### src/design/ddnc_pkg.sv
`default_nettype none

package ddnc_pkg;

    // field widths
    localparam int unsigned MONTH_W  = 4;
    localparam int unsigned DAY_W    = 5;
    localparam int unsigned YEAR_W   = 14;
    localparam int unsigned COUNT_W  = 22;
    localparam int unsigned WDAY_W   = 3;

    // stream packing
    localparam int unsigned IN_DATA_W  = 48;
    localparam int unsigned OUT_DATA_W = 48;
    localparam int unsigned OUT_USER_W = 2;

    // function select
    localparam logic FUNC_TO_COUNT = 1'b0;
    localparam logic FUNC_TO_DATE  = 1'b1;

    // calendar constants
    localparam int unsigned DAY_OFFSET = 443;
    localparam int unsigned YEAR_LOW   = 100;
    localparam int unsigned YEAR_HIGH  = 9999;
    localparam int unsigned LATE_MONTH = 2;     // months above this keep their year
    localparam int unsigned MONTH_ADD_LATE  = 1;
    localparam int unsigned MONTH_ADD_EARLY = 13;
    localparam int unsigned MIDX_WRAP  = 14;    // month index where the year rolls
    localparam int unsigned MIDX_MAX   = 15;    // largest month index a day count can give

    // internal widths
    localparam int unsigned MIDX_W   = 5;       // month index 0..16
    localparam int unsigned MDAYS_W  = 9;       // floor(30.6001*m) up to 489
    localparam int unsigned REM_W    = 9;       // days left after whole years, 123..488
    localparam int unsigned DAYNO_W  = 23;      // count + offset
    localparam int unsigned YDAYS_W  = 23;      // floor(365.25*y)
    localparam int unsigned QDAY_W   = 11;
    localparam int unsigned YPROD_W  = YDAYS_W + 2;
    localparam logic [QDAY_W-1:0] QUARTER_DAYS = 11'd1461;

    // floor((20*dayno - 2442) / 7305) by reciprocal, exact for 27-bit numerators
    localparam int unsigned SCALED_W   = 27;
    localparam int unsigned RECIP_W    = 28;
    localparam int unsigned YEAR_SHIFT = 40;
    localparam int unsigned DPROD_W    = SCALED_W + RECIP_W;
    localparam logic [RECIP_W-1:0]  YEAR_RECIP = 28'd150514939;
    localparam logic [SCALED_W-1:0] YEAR_BIAS  = 27'd2442;

    // mod 7 by octal digit folding (8 is 1 mod 7)
    localparam int unsigned MOD_GROUPS = (COUNT_W + 2) / 3;
    localparam int unsigned MOD_SUM_W  = 6;

    typedef struct packed {
        logic               func;
        logic [MONTH_W-1:0] month;
        logic [DAY_W-1:0]   day;
        logic [YEAR_W-1:0]  year;
        logic [COUNT_W-1:0] count;
    } t_item;

    typedef struct packed {
        t_item              item;
        logic               is_null;
        logic               out_range;
        logic [MIDX_W-1:0]  midx;
        logic [YDAYS_W-1:0] ydays;
        logic [YEAR_W-1:0]  year_est;
    } t_stage1;

    typedef struct packed {
        t_item              item;
        logic               is_null;
        logic               out_range;
        logic [COUNT_W-1:0] count_calc;
        logic [YEAR_W-1:0]  year_est;
        logic [YDAYS_W-1:0] ydays_est;
    } t_stage2;

    typedef struct packed {
        logic [COUNT_W-1:0] count;
        logic [MONTH_W-1:0] month;
        logic [DAY_W-1:0]   day;
        logic [YEAR_W-1:0]  year;
        logic [WDAY_W-1:0]  weekday;
        logic               is_null;
        logic               in_range;
    } t_result;

    // floor(30.6001*m)
    function automatic logic [MDAYS_W-1:0] fn_month_days(input logic [MIDX_W-1:0] m);
        logic [MDAYS_W-1:0] v;
        case (m)
            5'd1:    v = 9'd30;
            5'd2:    v = 9'd61;
            5'd3:    v = 9'd91;
            5'd4:    v = 9'd122;
            5'd5:    v = 9'd153;
            5'd6:    v = 9'd183;
            5'd7:    v = 9'd214;
            5'd8:    v = 9'd244;
            5'd9:    v = 9'd275;
            5'd10:   v = 9'd306;
            5'd11:   v = 9'd336;
            5'd12:   v = 9'd367;
            5'd13:   v = 9'd397;
            5'd14:   v = 9'd428;
            5'd15:   v = 9'd459;
            5'd16:   v = 9'd489;
            default: v = '0;
        endcase
        return v;
    endfunction

    function automatic logic [WDAY_W-1:0] fn_mod7(input logic [COUNT_W-1:0] v);
        logic [3*MOD_GROUPS-1:0] w;
        logic [MOD_SUM_W-1:0]    s1;
        logic [3:0]              s2;
        logic [2:0]              s3;
        w  = (3*MOD_GROUPS)'(v);
        s1 = '0;
        for (int i = 0; i < MOD_GROUPS; i++) begin
            s1 = s1 + MOD_SUM_W'(w[3*i +: 3]);
        end
        s2 = 4'(s1[2:0]) + 4'(s1[5:3]);
        s3 = s2[2:0] + 3'(s2[3]);
        return (s3 == 3'd7) ? '0 : s3;
    endfunction

endpackage

`default_nettype wire

### src/design/date_day_number_converter.sv
// date / day-count converter, julian-calendar day numbers offset by 443
// throughput: one request per cycle while the result side is ready, through the four-register
// pipeline (input, two multiply stages, result); bubbles collapse so requests keep entering during
// output stalls until every stage holds one; reset: synchronous active-low i_rst_n clears the stage valid bits only
`default_nettype none

module date_day_number_converter (
    input  wire                                i_clk,
    input  wire                                i_rst_n,
    // request side
    input  wire                                i_s_axis_tvalid,
    output logic                               o_s_axis_tready,
    // month[3:0], day[8:4], year[22:9], count[44:23], zero pad[47:45]
    input  wire  [ddnc_pkg::IN_DATA_W-1:0]     i_s_axis_tdata,
    // func[0]
    input  wire  [0:0]                         i_s_axis_tuser,
    // result side
    output logic                               o_m_axis_tvalid,
    input  wire                                i_m_axis_tready,
    // count[21:0], month[25:22], day[30:26], year[44:31], weekday[47:45]
    output logic [ddnc_pkg::OUT_DATA_W-1:0]    o_m_axis_tdata,
    // is_null[0], in_range[1]
    output logic [ddnc_pkg::OUT_USER_W-1:0]    o_m_axis_tuser
);

    import ddnc_pkg::*;

    localparam int unsigned NSTAGE = 4;

    // pipeline control: stage k loads when empty or when it hands off downstream
    logic [NSTAGE-1:0] r_vld;
    logic [NSTAGE-1:0] n_vld;
    logic [NSTAGE:0]   en;

    t_item   r_s0, n_s0;
    t_stage1 r_s1, n_s1;
    t_stage2 r_s2, n_s2;
    t_result r_res, n_res;

    always_comb begin
        en[NSTAGE] = i_m_axis_tready;
        for (int k = NSTAGE - 1; k >= 0; k--) begin
            en[k] = !r_vld[k] || en[k+1];
        end
    end

    always_comb begin
        n_vld[0] = en[0] ? i_s_axis_tvalid : r_vld[0];
        for (int k = 1; k < NSTAGE; k++) begin
            n_vld[k] = en[k] ? r_vld[k-1] : r_vld[k];
        end
    end

    always_ff @(posedge i_clk) begin
        if (!i_rst_n) begin
            r_vld <= '0;
        end else begin
            r_vld <= n_vld;
        end
    end

    // unpack the request
    always_comb begin
        n_s0.func  = i_s_axis_tuser[0];
        n_s0.month = i_s_axis_tdata[3:0];
        n_s0.day   = i_s_axis_tdata[8:4];
        n_s0.year  = i_s_axis_tdata[22:9];
        n_s0.count = i_s_axis_tdata[44:23];
    end

    // stage 1: null / range check, month shift, 365.25*y and the year estimate multiply
    logic [YEAR_W-1:0]   s1_yy;
    logic [YPROD_W-1:0]  s1_yprod;
    logic [DAYNO_W-1:0]  s1_dayno;
    logic [SCALED_W-1:0] s1_scaled;
    logic [DPROD_W-1:0]  s1_dprod;

    always_comb begin
        n_s1.item      = r_s0;
        n_s1.is_null   = (r_s0.month == '0) && (r_s0.day == '0) && (r_s0.year == '0);
        n_s1.out_range = (r_s0.year < YEAR_W'(YEAR_LOW)) || (r_s0.year > YEAR_W'(YEAR_HIGH));

        // jan and feb count as months 13 and 14 of the previous year
        if (r_s0.month > MONTH_W'(LATE_MONTH)) begin
            n_s1.midx = MIDX_W'(r_s0.month) + MIDX_W'(MONTH_ADD_LATE);
            s1_yy     = r_s0.year;
        end else begin
            n_s1.midx = MIDX_W'(r_s0.month) + MIDX_W'(MONTH_ADD_EARLY);
            s1_yy     = r_s0.year - YEAR_W'(1);
        end
        s1_yprod   = YPROD_W'(QUARTER_DAYS) * YPROD_W'(s1_yy);
        n_s1.ydays = s1_yprod[YPROD_W-1:2];

        // 20*dayno - 2442, then divide by 7305 through the reciprocal
        s1_dayno  = DAYNO_W'(r_s0.count) + DAYNO_W'(DAY_OFFSET);
        s1_scaled = (SCALED_W'(s1_dayno) << 4) + (SCALED_W'(s1_dayno) << 2) - YEAR_BIAS;
        s1_dprod  = DPROD_W'(s1_scaled) * DPROD_W'(YEAR_RECIP);
        n_s1.year_est = s1_dprod[YEAR_SHIFT +: YEAR_W];
    end

    // stage 2: date to count sum, whole-year days of the estimated year
    logic [DAYNO_W-1:0] s2_sum;
    logic [YPROD_W-1:0] s2_yprod;

    always_comb begin
        n_s2.item      = r_s1.item;
        n_s2.is_null   = r_s1.is_null;
        n_s2.out_range = r_s1.out_range;
        n_s2.year_est  = r_s1.year_est;

        s2_sum = DAYNO_W'(r_s1.ydays) + DAYNO_W'(fn_month_days(r_s1.midx))
               + DAYNO_W'(r_s1.item.day) - DAYNO_W'(DAY_OFFSET);
        n_s2.count_calc = s2_sum[COUNT_W-1:0];

        s2_yprod       = YPROD_W'(QUARTER_DAYS) * YPROD_W'(r_s1.year_est);
        n_s2.ydays_est = s2_yprod[YPROD_W-1:2];
    end

    // stage 3: month and day from the remainder, weekday, result select
    logic [DAYNO_W-1:0] s3_dayno;
    logic [DAYNO_W-1:0] s3_diff;
    logic [REM_W-1:0]   s3_rem;
    logic [MIDX_W-1:0]  s3_midx;
    logic [MDAYS_W-1:0] s3_dd;
    logic               s3_wrap;
    logic [YEAR_W-1:0]  s3_year;

    always_comb begin
        s3_dayno = DAYNO_W'(r_s2.item.count) + DAYNO_W'(DAY_OFFSET);
        s3_diff  = s3_dayno - r_s2.ydays_est;
        s3_rem   = s3_diff[REM_W-1:0];

        // month index is the number of month starts the remainder has passed
        s3_midx = '0;
        for (int k = 1; k <= MIDX_MAX; k++) begin
            if (s3_rem > fn_month_days(MIDX_W'(k))) begin
                s3_midx = s3_midx + MIDX_W'(1);
            end
        end
        s3_dd   = s3_rem - fn_month_days(s3_midx);
        s3_wrap = (s3_midx >= MIDX_W'(MIDX_WRAP));
        s3_year = r_s2.year_est + YEAR_W'(s3_wrap);

        n_res = '0;
        n_res.in_range = 1'b1;
        if (r_s2.item.func == FUNC_TO_COUNT) begin
            n_res.month = r_s2.item.month;
            n_res.day   = r_s2.item.day;
            n_res.year  = r_s2.item.year;
            if (r_s2.is_null) begin
                n_res.is_null = 1'b1;
            end else if (r_s2.out_range) begin
                n_res.in_range = 1'b0;
            end else begin
                n_res.count   = r_s2.count_calc;
                n_res.weekday = fn_mod7(r_s2.count_calc);
            end
        end else begin
            n_res.count = r_s2.item.count;
            if (r_s2.item.count == '0) begin
                n_res.is_null = 1'b1;
            end else begin
                n_res.month    = s3_wrap ? MONTH_W'(s3_midx - MIDX_W'(MONTH_ADD_EARLY))
                                         : MONTH_W'(s3_midx - MIDX_W'(MONTH_ADD_LATE));
                n_res.day      = s3_dd[DAY_W-1:0];
                n_res.year     = s3_year;
                n_res.weekday  = fn_mod7(r_s2.item.count);
                n_res.in_range = (s3_year >= YEAR_W'(YEAR_LOW))
                              && (s3_year <= YEAR_W'(YEAR_HIGH));
            end
        end
    end

    // payload registers, no reset
    always_ff @(posedge i_clk) begin
        if (en[0]) begin
            r_s0 <= n_s0;
        end
        if (en[1]) begin
            r_s1 <= n_s1;
        end
        if (en[2]) begin
            r_s2 <= n_s2;
        end
        if (en[3]) begin
            r_res <= n_res;
        end
    end

    assign o_s_axis_tready = en[0];
    assign o_m_axis_tvalid = r_vld[NSTAGE-1];
    assign o_m_axis_tdata  = {r_res.weekday, r_res.year, r_res.day, r_res.month, r_res.count};
    assign o_m_axis_tuser  = {r_res.in_range, r_res.is_null};

`ifndef ASSERT_OFF
    // requests are refused only when every stage holds an item
    a_full_when_blocked: assert property (@(posedge i_clk) disable iff (!i_rst_n)
        !o_s_axis_tready |-> (r_vld == '1))
        else $error("request refused with a free pipeline stage");

    // a taken result is replaced by what stood in the stage before it
    a_output_refill: assert property (@(posedge i_clk) disable iff (!i_rst_n)
        (r_vld[NSTAGE-1] && i_m_axis_tready) |=> (r_vld[NSTAGE-1] == $past(r_vld[NSTAGE-2])))
        else $error("result stage lost or duplicated an item");

    // null results carry a zero count and weekday and are always in range
    a_null_clean: assert property (@(posedge i_clk) disable iff (!i_rst_n)
        (o_m_axis_tvalid && r_res.is_null) |->
            (r_res.count == '0 && r_res.weekday == '0 && r_res.in_range))
        else $error("null result with stray fields");

    a_weekday_legal: assert property (@(posedge i_clk) disable iff (!i_rst_n)
        o_m_axis_tvalid |-> (r_res.weekday != 3'd7))
        else $error("weekday out of range");
`endif

endmodule

`default_nettype wire
### config.mk
export PLATFORM = sky130hd
export DESIGN_NAME = date_day_number_converter
export DESIGN_NICKNAME = d
export VERILOG_FILES = /design/src/design/ddnc_pkg.sv /design/src/design/date_day_number_converter.sv
export SDC_FILE = /design/constraint.sdc
export NUM_CORES = 2
export LEC_CHECK = 0
export BUFFER_PORTS_ARGS = -buffer_cell sky130_fd_sc_hd__buf_2
export CORE_MARGIN = 3
export CORE_UTILIZATION = 45
export CTS_BUF_LIST = sky130_fd_sc_hd__clkbuf_8
export DETAILED_ROUTE_END_ITERATION = 10
export HOLD_SLACK_MARGIN = 0.05
export PLACE_DENSITY = 0.64
export SYNTH_ARGS = -nofsm -noshare
export SYNTH_HDL_FRONTEND = slang
export SYNTH_SLANG_ARGS = --single-unit
### constraint.sdc
create_clock -name i_clk -period 14.35 [get_ports i_clk]
set_clock_uncertainty 0.2 [all_clocks]
set_input_delay 2.87 -clock i_clk [delete_from_list [all_inputs] [get_ports i_clk]]
set_output_delay 2.87 -clock i_clk [all_outputs]
set_load 0.02 [all_outputs]
Yosys cells after proc, flatten, opt, wreduce, memory -nomap -nowiden
Memory sizes are Yosys's and may differ from the RTL's. A register that Yosys moved wholly into a read port is not among the register bits.
Index checks and enable logic that the tools add are counted.
W data, S select, Z words.
{ "word_totals": {"reg_bits": 282, "inputBits": 53, "output_inout_bits": 52, "rom_bits": 576, "word_cells": 159, "memories": 2} }
{ "mem_list": {"columns": ["memory", "words", "width", "read_ports", "rd_ports_with_merged_regs", "write_ports", "line", "rtl"], "rows": [
  ["(no name shown)", 32, 9, 1, 0, 0, "ddnc_pkg.sv:92", "case (m)"],
  ["(no name shown)", 32, 9, 1, 1, 0, "ddnc_pkg.sv:92", null]
]} }
{ "classes": {"n_addsub": 47, "n_mux": 32, "n_reduce_logical": 16, "n_eq_ne": 2, "n_lt_le_gt_ge": 21, "mul": 3} }
{ "op_table": {"columns": ["operator", "n"], "rows": [
  ["$mux W5", 16],
  ["$add A5 B1 Y5 const B", 13],
  ["$gt A9 B9 Y1 const B", 7],
  ["$mul A27 B28 Y54 const B", 1],
  ["$mux W50", 1],
  ["$mux W22", 2],
  ["$add A6 B3 Y6", 6],
  ["$gt A9 B8 Y1 const B", 4],
  ["$add A27 B25 Y27", 1],
  ["$sub A27 B12 Y27 const B", 1],
  ["$mux W26", 1],
  ["$mul A11 B14 Y24 const A", 1],
  ["$add A22 B9 Y23 const B", 1],
  ["$add A22 B5 Y22", 1],
  ["$add A22 B9 Y22", 1],
  ["$logic_not A22 Y1", 1],
  ["$sub A22 B9 Y22 const B", 1],
  ["$gt A9 B7 Y1 const B", 2],
  ["$add A3 B3 Y4", 4],
  ["$add A14 B1 Y14", 1],
  ["$ge A14 B7 Y1 const B", 1],
  ["$gt A14 B14 Y1 const B", 1],
  ["$le A14 B14 Y1 const B", 1],
  ["$logic_not A14 Y1", 1],
  ["29 further kinds", 51]
]} }

Longest topological paths before layout
{ "depth": {"depth_word": 38, "mapped_depth": 63, "mapped_depth_nobuf": 60} }

Worst setup path before layout
Ideal clock, no wire load.
{ "synth_timing": {"kind": "register to register", "start": "reg r_s2[62] (netlist name)", "end": "reg r_res (netlist bit o_m_axis_tuser[1]), data pin", "n_path_buf": 2, "path_stages_with_launch": 58, "required_ns": 13.877, "synth_period_minus_slack_ns": 11.725, "t_arrival_ns": 11.252, "setup_time_ns": 0.273, "path_slack_ns": 2.625, "cell_sequence": "edfxtp_1 ha_1 ha_1 fa_1 a211o_1 and4_1 nor3_2 and3b_1 o311ai_0 ha_1 clkbuf_1 xnor2_1 ha_1 a21o_1 ha_1 a21boi_0 or3_1 clkbuf_1 (+22 left out) ha_1 nand2_1 a21oi_1 nor3b_1 mux2i_1 and3b_1 nor2_1 a21o_1 ha_1 ha_1 and3_1 nand3_1 nor2_1 nand3_1 xor2_1 nand2_1 nor4_1 a221oi_1"} }
{ "synth_lines": {"columns": ["item", "line", "rtl"], "rows": [
  ["start: declaration", "date_day_number_converter.sv:37", "t_stage2 r_s2, n_s2;"],
  ["start signal: assignment", "date_day_number_converter.sv:183", "r_s2 <= n_s2;"],
  ["end signal: assignment", "date_day_number_converter.sv:186", "r_res <= n_res;"],
  ["end: declaration", "date_day_number_converter.sv:38", "t_result r_res, n_res;"]
]} }

==> key figures <==
Run status
  • Status: finished, final reports clean

Yosys
  • Netlist cell types: 88
  • Ys async rst share: 0
  • Syn_area_per_cell: around 11 sq um
  • #FFs+latches synth: 291
  • Sequential area share after synthesis: 0.270
  • Mapped cell area: about 32,000 sq um
  • Post-synth EDFFs: 278
  • Main synth FF type: edfxtp_1
  • YS warnings: 0
  • Net count after synthesis: around 3,800
  • Mapped Cells: roughly 2,800

Cells and area
  • Nets: 3,941
  • Layout cell share with drive strength beyond 1: 0.0765
  • Non-filler cells, final: 3,953
  • Fill cell count: roughly 6,300
  • Layout area overhead: 8.52%
  • Cell area after layout: 34,600 sq um

STA
  • Endpoints failing setup: 0
  • Worst-margin pin slew: approximately 1.2 ns
  • Fin. Hold Viols: 0
  • Max Transition Viols Final: 0
  • Tmin final: between 10 and 15 ns
  • Tcrit/Tclk final: 0.943
  • Worst slew margin: 0.213
  • Fin Hold WS: around 0.21 ns
  • Max Fclk: around 74 MHz

Floorplanning
  • Core ar.: 69,300 sq um
  • Die height: between 200 and 300 um
  • Row count: 96
  • Io pins: 105
  • DIE AREA: 74,000 sq um
  • Initial Utilization: 0.459
  • Die Width: about 270 um

Clocking
  • Sink Count: ~290
  • Htree depth: 2
  • Clk buf depth: 3
  • Setup bufs post-CTS: 0
  • CTS tree: built
  • Reg clk slew, reported paths: 0.06 ns
  • Post-CTS Resized: 0
  • Skew-Pair Late Insertion Delay: between 0.6 and 0.7 ns
  • Cts hold-fix bufs: 0
  • Root Buffer Master: clkbuf_8
  • TritonCTS Buffers: 48

Routing
  • 1st-iter DRT viols: between 1,000 and 1,500
  • Wire per inst: 19.0 um
  • DRC Markers: 0
  • Drt total wl: around 75,000 um
  • Number of vias per cell: 5.15
  • Antenna-violating nets left: 0
  • 1st-pass router iterations: 5
  • Via count: roughly 20,000

Global routing
  • Vias in the first global route: between 20,000 and 25,000
  • Pin count of the biggest net entering global routing: roughly 80
  • GRT Total Usage: 0.208
  • Initial antenna violation count: 4
  • Global-route wire length before repair: roughly 120,000 um
  • GRT overflow: 0

Critical path
  • Delay-heaviest family, CP: adder cells
  • Crit-path most repeated cell: ha_1
  • Worst EP required: 14.49 ns
  • Largest stage delay, worst path: around 0.53 ns
  • Slowest CP cell: edfxtp_1
  • CP Class: flip-flop to flip-flop
  • CP max FO: 9
  • Startpoint Class: flip-flop
  • Worst EP arrival: 13.67 ns
  • CP bufs+invs: 1
  • Crit. End Element: flip-flop

Placement
  • Dpl hpwl: between 60,000 and 70,000 um
  • Dpl cells: approximately 3,900
  • Dpl cell area: approximately 34,000 sq um
  • Routability cong.: 0.941
  • Port bufs: roughly 100

Flow run
  • Max Cap Viol: 0

Min path
  • Worst min-delay path class: flip-flop to flip-flop
path summary, 6_finish.rpt:
| check | from | to | slack [ns] | depth (start not counted) |
|---|---|---|---|---|
| max reg2reg | r_s2[62] | o_m_axis_tuser[1] | 0.82 | 56 |
| max | r_s2[62] | o_m_axis_tuser[1] | 0.82 | 56 |
| min | n_s2[94] | r_s2[94] | 0.21 | 0 |
| min reg2reg | n_s2[94] | r_s2[94] | 0.21 | 0 |
area by class of cell:
type	count	area, sq um	share of cell area
clock inverter	34	241	0.00699
timing repair buffer	123	671	0.0194
tap	931	1160	0.0337
sequential	291	8610	0.249
inverter	668	2510	0.0726
antenna	2	5.00	0.000145
multi-input combinational	1852	20600	0.597
clock buffer	52	716	0.0207
logic make-up after synthesis:
group / synth area share
fa+ha+maj: 0.443
buf+inv: 0.0826
compound gates: 0.0803
simple gates: 0.0562
flops: 0.270
xor+xnor: 0.0602
mux: 0.00743
registers in the layout, summed over array words and instances (netlist names), named ones only:
register,flops
r_s2,93
n_s2,62
o_m_axis_tdata,48
n_s1,46
r_s1,27
r_vld,4
o_m_axis_tuser,2
cells in the final DEF, fill, tap and decap left out, types with 6 or more instances in the layout:
cell,n
ha_1,532
fa_1,372
nand2b_1,14
a31oi_1,15
and3_1,17
o2bb2ai_1,21
buf_4,22
nor2_1,67
or3_1,6
nand4_1,9
o21ai_0,54
nor3_1,27
and2_1,16
or4_1,6
clkbuf_8,52
inv_1,680
a21o_1,27
nand3_1,42
a21oi_1,97
xnor2_1,129
o31ai_1,10
o21bai_1,33
a22o_1,17
o21a_1,21
buf_2,101
nor4_1,15
clkinv_2,8
xor2_1,69
dfxtp_1,13
a211oi_1,11
nor2b_1,17
or2_2,8
edfxtp_1,278
nand2_1,76
mux2i_1,17
through the flow:
step	worst slack [ns]	utilization	TNS, ns
global route	-0.0124	0.499	-0.0124
global placement	0.930	0.485	0
detailed placement	0.514	0.485	0
floorplan	2.62	-	0
CTS	0.419	0.498	0
finish	0.817	0.499	0
synth_stat cells, types with 21 or more instances:
cell type,n,share of area
a21o_1,27,0.0064
a21oi_1,97,0.015
clkbuf_1,27,0.0032
edfxtp_1,278,0.26
fa_1,372,0.23
ha_1,532,0.21
inv_1,666,0.079
nand2_1,78,0.0092
nand3_1,42,0.0066
nor2_1,68,0.0080
nor3_1,28,0.0044
o21a_1,21,0.0050
o21ai_0,54,0.0085
o21bai_1,33,0.0078
o2bb2ai_1,21,0.0058
xnor2_1,129,0.035
xor2_1,69,0.019
routing by layer:
layer  GRT usage  up-vias  share of wire
met4      0.0483        4          0.021
met5           0        -        0.00036
met2       0.344      439           0.47
li1            -     9760              -
met1       0.291    10000           0.46
met3      0.0307       98          0.052
Power is left out: the tool's default activity adds up to more than one toggle a clock period on the data nets, which glitch-free logic cannot reach.
